--- src/rtl/ksw_pkg.sv ---
// Shared types and constants for the keyed sliding-window rate limiter.
// No dependencies; imported by keyed_sliding_window_rate_limiter_top.
`default_nettype none

package ksw_pkg;

   // request / response payloads
   typedef struct packed {
      logic        operation;
      logic [3:0]  key_index;
      logic [31:0] now_time;
   } req_type;

   typedef struct packed {
      logic       allowed;
      logic [3:0] log_count;
   } rsp_type;

   // operation codes
   localparam logic OP_CHECK = 1'b0;
   localparam logic OP_CLEAR = 1'b1;

   // register file
   localparam int CSR_IDX_W = 1;
   localparam logic [CSR_IDX_W-1:0] CSR_MAX_REQUESTS  = 1'd0;
   localparam logic [CSR_IDX_W-1:0] CSR_WINDOW_LENGTH = 1'd1;

   localparam logic [3:0]  RST_MAX_REQUESTS  = 4'd5;
   localparam logic [30:0] RST_WINDOW_LENGTH = 31'd1000;

   typedef enum logic [2:0] {
      ST_INIT,
      ST_IDLE,
      ST_FETCH,
      ST_LOAD,
      ST_READ,
      ST_AGE,
      ST_DECIDE,
      ST_DONE
   } state_type;

endpackage : ksw_pkg

`default_nettype wire

--- src/rtl/ksw_ram.sv ---
// Simple dual-port RAM: one write port, one read port with registered data.
// No package dependencies.
`default_nettype none

module ksw_ram #(
   parameter int ADDR_W = 4,
   parameter int WIDTH  = 8
) (
   input  wire logic              clock,
   input  wire logic              wr_en,
   input  wire logic [ADDR_W-1:0] wr_addr,
   input  wire logic [WIDTH-1:0]  wr_data,
   input  wire logic [ADDR_W-1:0] rd_addr,
   output logic      [WIDTH-1:0]  rd_data
);

   logic [WIDTH-1:0] mem [2**ADDR_W];

   always_ff @(posedge clock) begin
      if (wr_en) begin
         mem[wr_addr] <= wr_data;
      end
   end

   always_ff @(posedge clock) begin
      rd_data <= mem[rd_addr];
   end

endmodule : ksw_ram

`default_nettype wire

--- src/rtl/keyed_sliding_window_rate_limiter_top.sv ---
// Keyed sliding-window-log rate limiter, top level.
// Depends on ksw_pkg and ksw_ram.
//
// Each key owns a circular log of up to MAX_LOG admitted timestamps held in
// a stamp RAM, plus a per-key {count, oldest slot} word in a small metadata
// RAM. One item is worked at a time by a sequencer around a single shared
// age unit (one 32-bit subtract and compare against window_length): the
// sequencer reads the key's metadata, then walks the log from its oldest
// entry stamp by stamp (RAM read, age compare), drops expired ones,
// and stops at the first live one. It then checks the count against
// min(max_requests, MAX_LOG), appends now_time if there is room, and writes
// the metadata back. A clear instead writes zero metadata for its key, and
// neither a clear nor an out-of-range key walks the log. req_stall is low
// only while the sequencer idles; the result register lets a new request
// transfer while the previous result still waits on rsp_stall. After reset
// the metadata RAM is swept to zero, one key per cycle, during which
// req_stall is high; CSR writes are taken at any time (csr_ready is tied
// high) but must only be issued while the block is idle. Keys of NUM_KEYS
// or above change nothing and return allowed = 0, log_count = 0.
`default_nettype none

module keyed_sliding_window_rate_limiter_top #(
   parameter int NUM_KEYS = 16,
   parameter int MAX_LOG  = 8
) (
   input  wire logic                         clock,
   input  wire logic                         reset,
   // request channel
   input  wire logic                         req_valid,
   output logic                              req_stall,
   input  wire ksw_pkg::req_type             req_data,
   // response channel
   output logic                              rsp_valid,
   input  wire logic                         rsp_stall,
   output ksw_pkg::rsp_type                  rsp_data,
   // register write channel
   input  wire logic                         csr_valid,
   output logic                              csr_ready,
   input  wire logic [ksw_pkg::CSR_IDX_W-1:0] csr_index,
   input  wire logic [31:0]                  csr_wdata
);

   import ksw_pkg::*;

   localparam int KEY_W  = (NUM_KEYS > 1) ? $clog2(NUM_KEYS) : 1;
   localparam int SLOT_W = (MAX_LOG > 1) ? $clog2(MAX_LOG) : 1;
   localparam int CNT_W  = $clog2(MAX_LOG + 1);
   localparam int SUM_W  = CNT_W + 1;
   localparam int LIM_W  = (CNT_W > 4) ? CNT_W : 4;
   localparam int META_W = CNT_W + SLOT_W;

   // ---------------------------------------------------------------
   // Configuration registers
   // ---------------------------------------------------------------
   logic [3:0]  max_req_ff;
   logic [30:0] window_ff;

   assign csr_ready = 1'b1;

   always_ff @(posedge clock) begin
      if (reset) begin
         max_req_ff <= RST_MAX_REQUESTS;
         window_ff  <= RST_WINDOW_LENGTH;
      end else if (csr_valid && csr_ready) begin
         unique case (csr_index)
            CSR_MAX_REQUESTS:  max_req_ff <= csr_wdata[3:0];
            CSR_WINDOW_LENGTH: window_ff  <= csr_wdata[30:0];
            default: ;
         endcase
      end
   end

   // ---------------------------------------------------------------
   // Sequencer registers
   // ---------------------------------------------------------------
   state_type           state_ff, state_in;
   logic [KEY_W-1:0]    init_ptr_ff, init_ptr_in;
   req_type             item_ff;
   logic [CNT_W-1:0]    cnt_ff, cnt_in;
   logic [SLOT_W-1:0]   slot_ff, slot_in;
   rsp_type             res_ff, res_in;
   logic                rsp_valid_ff;
   rsp_type             rsp_data_ff;

   logic                req_xfer;
   logic                rsp_xfer;
   logic                rsp_load;

   assign req_stall = (state_ff != ST_IDLE);
   assign req_xfer  = req_valid && !req_stall;
   assign rsp_valid = rsp_valid_ff;
   assign rsp_data  = rsp_data_ff;
   assign rsp_xfer  = rsp_valid_ff && !rsp_stall;

   // key index resized to the RAM address width
   logic [KEY_W+3:0]    key_ext;
   logic [KEY_W-1:0]    key_idx;
   logic                key_ok;

   assign key_ext = {{KEY_W{1'b0}}, item_ff.key_index};
   assign key_idx = key_ext[KEY_W-1:0];
   assign key_ok  = (32'(item_ff.key_index) < NUM_KEYS);

   // ---------------------------------------------------------------
   // Memories
   // ---------------------------------------------------------------
   logic                      meta_we;
   logic [KEY_W-1:0]          meta_waddr;
   logic [META_W-1:0]         meta_wdata;
   logic [META_W-1:0]         meta_rdata;

   logic                      stamp_we;
   logic [SLOT_W-1:0]         stamp_wslot;
   logic [31:0]               stamp_rdata;

   ksw_ram #(
      .ADDR_W (KEY_W),
      .WIDTH  (META_W)
   ) u_meta_ram (
      .clock   (clock),
      .wr_en   (meta_we),
      .wr_addr (meta_waddr),
      .wr_data (meta_wdata),
      .rd_addr (key_idx),
      .rd_data (meta_rdata)
   );

   ksw_ram #(
      .ADDR_W (KEY_W + SLOT_W),
      .WIDTH  (32)
   ) u_stamp_ram (
      .clock   (clock),
      .wr_en   (stamp_we),
      .wr_addr ({key_idx, stamp_wslot}),
      .wr_data (item_ff.now_time),
      .rd_addr ({key_idx, slot_ff}),
      .rd_data (stamp_rdata)
   );

   // ---------------------------------------------------------------
   // Shared age unit: modulo-2^32 age, compared against the window
   // ---------------------------------------------------------------
   logic [31:0] age;
   logic        expired;

   assign age     = item_ff.now_time - stamp_rdata;
   assign expired = (age > {1'b0, window_ff});

   // effective limit and append slot
   logic [LIM_W-1:0]  limit;
   logic [LIM_W-1:0]  max_req_ext;
   logic              has_room;
   logic [SUM_W-1:0]  app_sum;
   logic [SLOT_W-1:0] slot_next;
   logic [CNT_W+3:0]  cnt_ext;

   assign max_req_ext = LIM_W'(max_req_ff);
   assign limit       = (max_req_ext > LIM_W'(MAX_LOG)) ? LIM_W'(MAX_LOG) : max_req_ext;
   assign has_room    = (LIM_W'(cnt_ff) < limit);
   assign app_sum     = SUM_W'(slot_ff) + SUM_W'(cnt_ff);
   assign stamp_wslot = (app_sum >= SUM_W'(MAX_LOG))
                        ? SLOT_W'(app_sum - SUM_W'(MAX_LOG)) : SLOT_W'(app_sum);
   assign slot_next   = (slot_ff == SLOT_W'(MAX_LOG - 1)) ? '0 : slot_ff + 1'b1;

   // ---------------------------------------------------------------
   // Next state and datapath control
   // ---------------------------------------------------------------
   always_comb begin
      state_in    = state_ff;
      init_ptr_in = init_ptr_ff;
      cnt_in      = cnt_ff;
      slot_in     = slot_ff;
      res_in      = res_ff;
      meta_we     = 1'b0;
      meta_waddr  = key_idx;
      meta_wdata  = '0;
      stamp_we    = 1'b0;
      rsp_load    = 1'b0;
      cnt_ext     = '0;

      unique case (state_ff)
         ST_INIT: begin
            meta_we     = 1'b1;
            meta_waddr  = init_ptr_ff;
            init_ptr_in = init_ptr_ff + 1'b1;
            if (init_ptr_ff == KEY_W'(NUM_KEYS - 1)) begin
               state_in = ST_IDLE;
            end
         end
         ST_IDLE: begin
            if (req_xfer) begin
               state_in = ST_FETCH;
            end
         end
         ST_FETCH: begin
            state_in = ST_LOAD;   // metadata read in flight
         end
         ST_LOAD: begin
            res_in = '0;
            if (!key_ok) begin
               state_in = ST_DONE;
            end else if (item_ff.operation == OP_CLEAR) begin
               meta_we  = 1'b1;
               state_in = ST_DONE;
            end else begin
               {cnt_in, slot_in} = meta_rdata;
               state_in = ST_READ;
            end
         end
         ST_READ: begin
            state_in = (cnt_ff == '0) ? ST_DECIDE : ST_AGE;
         end
         ST_AGE: begin
            if (expired) begin
               slot_in  = slot_next;
               cnt_in   = cnt_ff - 1'b1;
               state_in = ST_READ;
            end else begin
               state_in = ST_DECIDE;
            end
         end
         ST_DECIDE: begin
            if (has_room) begin
               stamp_we = 1'b1;
               cnt_in   = cnt_ff + 1'b1;
            end
            meta_we        = 1'b1;
            meta_wdata     = {cnt_in, slot_ff};
            cnt_ext        = {4'b0, cnt_in};
            res_in.allowed   = has_room;
            res_in.log_count = cnt_ext[3:0];
            state_in       = ST_DONE;
         end
         ST_DONE: begin
            if (!rsp_valid_ff || !rsp_stall) begin
               rsp_load = 1'b1;
               state_in = ST_IDLE;
            end
         end
         default: begin
            state_in = ST_IDLE;
         end
      endcase
   end

   always_ff @(posedge clock) begin
      if (reset) begin
         state_ff     <= ST_INIT;
         init_ptr_ff  <= '0;
         rsp_valid_ff <= 1'b0;
      end else begin
         state_ff    <= state_in;
         init_ptr_ff <= init_ptr_in;
         if (rsp_load) begin
            rsp_valid_ff <= 1'b1;
         end else if (rsp_xfer) begin
            rsp_valid_ff <= 1'b0;
         end
      end
   end

   always_ff @(posedge clock) begin
      if (req_xfer) begin
         item_ff <= req_data;
      end
      if (rsp_load) begin
         rsp_data_ff <= res_ff;
      end
      cnt_ff  <= cnt_in;
      slot_ff <= slot_in;
      res_ff  <= res_in;
   end

   // ---------------------------------------------------------------
   // Assertions
   // ---------------------------------------------------------------
   // an age compare is only ever done on a live entry
   assert property (@(posedge clock) disable iff (reset)
      state_ff == ST_AGE |-> cnt_ff != '0)
      else $error("age compare with empty log");

   // log walk stays within the circular buffer
   assert property (@(posedge clock) disable iff (reset)
      (state_ff == ST_AGE || state_ff == ST_DECIDE) |-> 32'(slot_ff) < MAX_LOG)
      else $error("oldest slot out of range");

   // the count never exceeds the log depth while deciding
   assert property (@(posedge clock) disable iff (reset)
      state_ff == ST_DECIDE |-> 32'(cnt_ff) <= MAX_LOG)
      else $error("entry count above log depth");

   // a stamp append only happens below the effective limit
   assert property (@(posedge clock) disable iff (reset)
      stamp_we |-> (state_ff == ST_DECIDE && LIM_W'(cnt_ff) < limit))
      else $error("stamp written without room");

endmodule : keyed_sliding_window_rate_limiter_top

`default_nettype wire
--- config.mk ---
export PLATFORM = sky130hd
export DESIGN_NAME = keyed_sliding_window_rate_limiter_top
export DESIGN_NICKNAME = d
export VERILOG_FILES = /design/src/rtl/ksw_pkg.sv /design/src/rtl/ksw_ram.sv /design/src/rtl/keyed_sliding_window_rate_limiter_top.sv
export SDC_FILE = /design/constraint.sdc
export NUM_CORES = 2
export LEC_CHECK = 0
export BUFFER_PORTS_ARGS = -buffer_cell sky130_fd_sc_hd__buf_2
export CAP_MARGIN = 5
export CORE_ASPECT_RATIO = 0.9
export CORE_MARGIN = 2
export CORE_UTILIZATION = 50
export CTS_CLUSTER_SIZE = 24
export DETAILED_ROUTE_END_ITERATION = 10
export PLACE_DENSITY = 0.68
export SYNTH_ARGS = -nofsm -noshare
export SYNTH_HDL_FRONTEND = slang
export SYNTH_MEMORY_MAX_BITS = 65536
export SYNTH_SLANG_ARGS = --single-unit
--- constraint.sdc ---
create_clock -name clock -period 13.6 [get_ports clock]
set_input_delay 3.4 -clock clock [delete_from_list [all_inputs] [get_ports clock]]
set_output_delay 3.4 -clock clock [all_outputs]
set_load 0.05 [all_outputs]
==> impl_results.rst <==
.. list-table::
   :header-rows: 1

   * - Metric
     - Value
   * - Run status
     - complete, but fails checks
   * - Failing checks
     - capacitance limit, slew limit
   * - Fin area
     - 0.1887 mm2
   * - Standby leakage power
     - 59.72 nW
   * - Setup repair after global routing missed its margin
     - no
   * - Post-route worst setup slack
     - 6.496 ns
   * - Final total negative setup slack
     - 0 ns
   * - Number of buffers added to fix hold violations after cts
     - 0
   * - Type of element launching the critical path
     - flip-flop
   * - Total of max-cap violations
     - 1
   * - GRT Resource Usage Total
     - between 20% and 30%
   * - Number of global-route vias before repair
     - just over 80k
   * - Ordered list of cells on the worst path
     - buf_4, ha_1, and3_1, a221oi_1, o22ai_1, a311oi_1, o21ai_1, a211o_1, nand2_1, xnor2_1, ha_1, a21o_1, a2111oi_4, o21ai_2, a2111oi_4, a211oi_1, or4_4, and3_1
   * - Average instance area after synthesis
     - around 22 um2
   * - Data arrival time of the worst path
     - roughly 7.8 ns
   * - Post-route ant nets
     - 0
   * - Register clock-pin slew on the reported worst setup and hold paths
     - 0.06 ns
   * - Maximum count of clock buffers along a single path
     - 4
   * - Share of layout cells above drive strength 1
     - approximately a quarter
   * - Detail-routed via count per cell
     - 6.397
   * - IR Drop Worst-Case VDD
     - 0.0001152 V
   * - Number of top-level pins
     - 83
   * - Global-route wire length before repair
     - 605.5 mm
   * - Largest stage delay on the critical path
     - around 1.1 ns
   * - Hold Violations, Final
     - 0
   * - TritonCTS clock tree
     - done
   * - Growth of design area from synthesis to finish
     - 12.65%
   * - Placement row count
     - 201
   * - Post-CTS Repair Setup Buffers
     - 0
   * - Initial standard-cell utilization of the core
     - 50.26%
   * - Die Y-Extent
     - approximately 550 um
   * - Total die area
     - between 0.3 and 0.4 mm2
   * - Cell count after synthesis
     - 7573
   * - Final wirelength
     - 432.6 mm
   * - Total half-perimeter wirelength after legalization and detailed placement
     - 237.4 mm
   * - Number of buffers created by CTS
     - 415
   * - Max H-tree Level
     - 5
   * - Netlist cell types
     - 64
   * - Required time at the worst-slack endpoint
     - ~14 ns
   * - Adder and majority cell fraction of the synthesized area
     - less than 1%
   * - Min Clock Period, post-route
     - 7.104 ns
   * - Count of buffers inserted at the top-level ports
     - 80
   * - Proportion of synthesized flip-flops having asynchronous set or reset
     - 0%
   * - Number of antenna violations at the first check in global routing
     - 28
   * - Share of cell area taken by muxes after synthesis
     - 17.35%
   * - Total number of vias
     - 81.60k
   * - Class of the tightest hold or removal check
     - flip-flop to flip-flop
   * - Areal power density over the cells
     - between 100 and 150 mW/mm2
   * - Drt pass-1 iters
     - 6
   * - Die width
     - 614.0 um
   * - Count of flip-flops with a built-in enable after synthesis
     - 4262
   * - DRC violation count after routing
     - 0
   * - Top FF cell, synth
     - sky130_fd_sc_hd__edfxtp_1
   * - Worst-path cell with the longest stage delay
     - sky130_fd_sc_hd__edfxtp_1
   * - Cell area after synthesis
     - 0.1675 mm2
   * - Share of synthesized cell area in and, or, nand and nor gates
     - 1.376%
   * - Register bit count reported by yosys
     - 4344
   * - Worst clock skew
     - 0.07586 ns
   * - Largest family of logic cells by synthesized area
     - multiplexers
   * - Net count after synthesis
     - around 7.7k
   * - Residual overflow from global routing
     - 0
   * - Maximum number of pins on one net before global-route repair
     - 132
   * - Warnings, synthesis
     - 0
   * - Area share of xor/xnor cells in the synthesized design
     - 0.1987%
   * - Initial DRC Count
     - 12.02k
   * - Num Clock Sinks
     - 4344
   * - Max-slew violation count
     - 2
   * - Pre-CTS setup slack
     - ~6.6 ns
   * - Final routed wire length divided by cell count
     - 33.91 um
   * - Final cycle utilization of the critical path
     - 52.23%
   * - Headroom to the max-slew limit
     - -5.263%
   * - Crit path capture type
     - flip-flop
   * - Core area
     - about 0.33 mm2
   * - Critical Path Fanout Max
     - 50
   * - Measured slew at the worst slew-check pin
     - around 1.6 ns
   * - Global placement routability congestion
     - 0.9054
   * - Crit Path Class
     - flip-flop to flip-flop
   * - Post-CTS sizing
     - 0
   * - Sequential element share of the synthesized area
     - between 70 and 80%
   * - Sum of internal, switching and leakage power
     - 25.96 mW
   * - Achievable clock frequency
     - 0.1408 GHz
   * - Final setup violating endpoints
     - 0
   * - Compound-cell area share of the yosys netlist
     - under 10%
   * - Cell at the root of the clock tree
     - sky130_fd_sc_hd__clkbuf_16
   * - Number of nets in the layout
     - roughly 8.1k
   * - Number of fillers in the final layout
     - 23.90k
   * - Area after detailed placement
     - 0.1753 mm2
   * - Clock insertion delay at the later pin of the skew report
     - 0.95 ns
[layer usage]
layer	GRT usage, %	wire, um
met1	36.06	165900
met2	39.24	203600
met3	4.642	44210
met4	9.608	18930
met5	0	0
[stage by stage]
| step | instances | hold WS, ns | utilization, % |
|---|---|---|---|
| after floorplan | 7573 | 0.4003 | - |
| after global placement | 11984 | 0.4198 | 52.60 |
| after detailed placement | 11985 | 0.4108 | 52.60 |
| after CTS | 12749 | 0.4267 | 56.61 |
| after global routing | 12754 | 0.4386 | 56.61 |
| final | 12757 | 0.4246 | 56.62 |
[layout by cell type, fill, tap and decap left out, drive strengths merged, types with 4 or more instances in the layout]
cell type and count:
a2111oi 5, a211oi 7, a21o 27, a21oi 68, a31oi 4, and2 7, and3 10, buf 356
bufinv 40, clkbuf 523, clkinv 174, clkinvlp 16, dfxtp 82, diode 8, edfxtp 4262, ha 71
inv 84, mux2i 520, mux4 1059, nand2 182, nand2b 15, nand3 23, nand3b 7, nand4 9
nor2 249, nor2b 8, nor3 6, o21ai 53, o22ai 258, o311ai 36, o31ai 34, or2 5
or3 4, xnor2 22, xor2 16
[sequential cells by signal (all words and copies together) (netlist names), 5 cells and up]
name and flops:
u_meta_ram.mem 112, item_ff 33, window_ff 31, u_stamp_ram.mem 4096, u_stamp_ram.rd_data 32, u_meta_ram.rd_data 7, res_ff 5, rsp_data 5
[final cells by class]
class	instances	area (um2)	share of cell area [%]
antenna	8	20.02	0.01061
clock buffer	523	11010	5.836
clock inverter	241	2355	1.248
inverter	73	274.0	0.1452
multi-input combinational	2746	37030	19.63
sequential	4344	129600	68.71
tap	4466	5588	2.962
timing repair buffer	356	2758	1.462
[synth_stat cells, drive strengths merged (4+ instances only)]
cell type	number	area, um2
xor2	16	140.1
a21oi	68	340.3
nor2	249	934.7
inv	73	274.0
nor2b	8	50.05
nand3	23	115.1
mux2i	520	5205
a21o	27	202.7
and3	10	62.56
a31oi	4	25.02
dfxtp	82	1642
a211oi	7	52.55
nor3	6	30.03
and2	7	43.79
nand3b	7	52.55
o22ai	258	1614
buf	176	698.2
nand4	9	56.30
edfxtp	4262	128000
o21ai	53	269.0
ha	71	888.4
or3	4	25.02
nand2	182	685.7
o31ai	34	255.2
mux4	1059	23850
or2	5	31.28
o311ai	36	315.3
nand2b	15	93.84
a2111oi	5	100.1
clkbuf	234	878.3
xnor2	22	192.7
[worst paths after layout]
path | to | cells past startpoint | slack (ns) | start
worst max register to register | slot_ff[0] | 18 | 6.50 | item_ff[5]
worst max-delay path | slot_ff[0] | 18 | 6.50 | item_ff[5]
worst min register to register | rsp_data[4] | 0 | 0.42 | res_ff[4]
worst min-delay path | rsp_data[4] | 0 | 0.42 | res_ff[4]
[cell families after synthesis]
group,count (synthesis)
xor+xnor,38
compound gates,515
buf+inv,483
fa+ha+maj,73
simple gates,540
flops,4344
other cells,1
mux,1579
[report_power, final]
part / total (mW) / switching, mW / leakage (nW) / internal, mW
logic: 0.0728 / 0.0485 / 14.3 / 0.0243
clock network: 11.4 / 4.90 / 6.54 / 6.50
registers: 14.5 / 0.00799 / 38.8 / 14.5
[critical path: cells and delay by family (launching register included)]
kind            cells  cell delay [ns]
compound gates     10             2.94
simple gates        4             1.26
flops               1             1.12
buf+inv             1             0.66
fa+ha+maj           2             0.65
xor+xnor            1             0.13
Power figures use the tool's default switching activity.
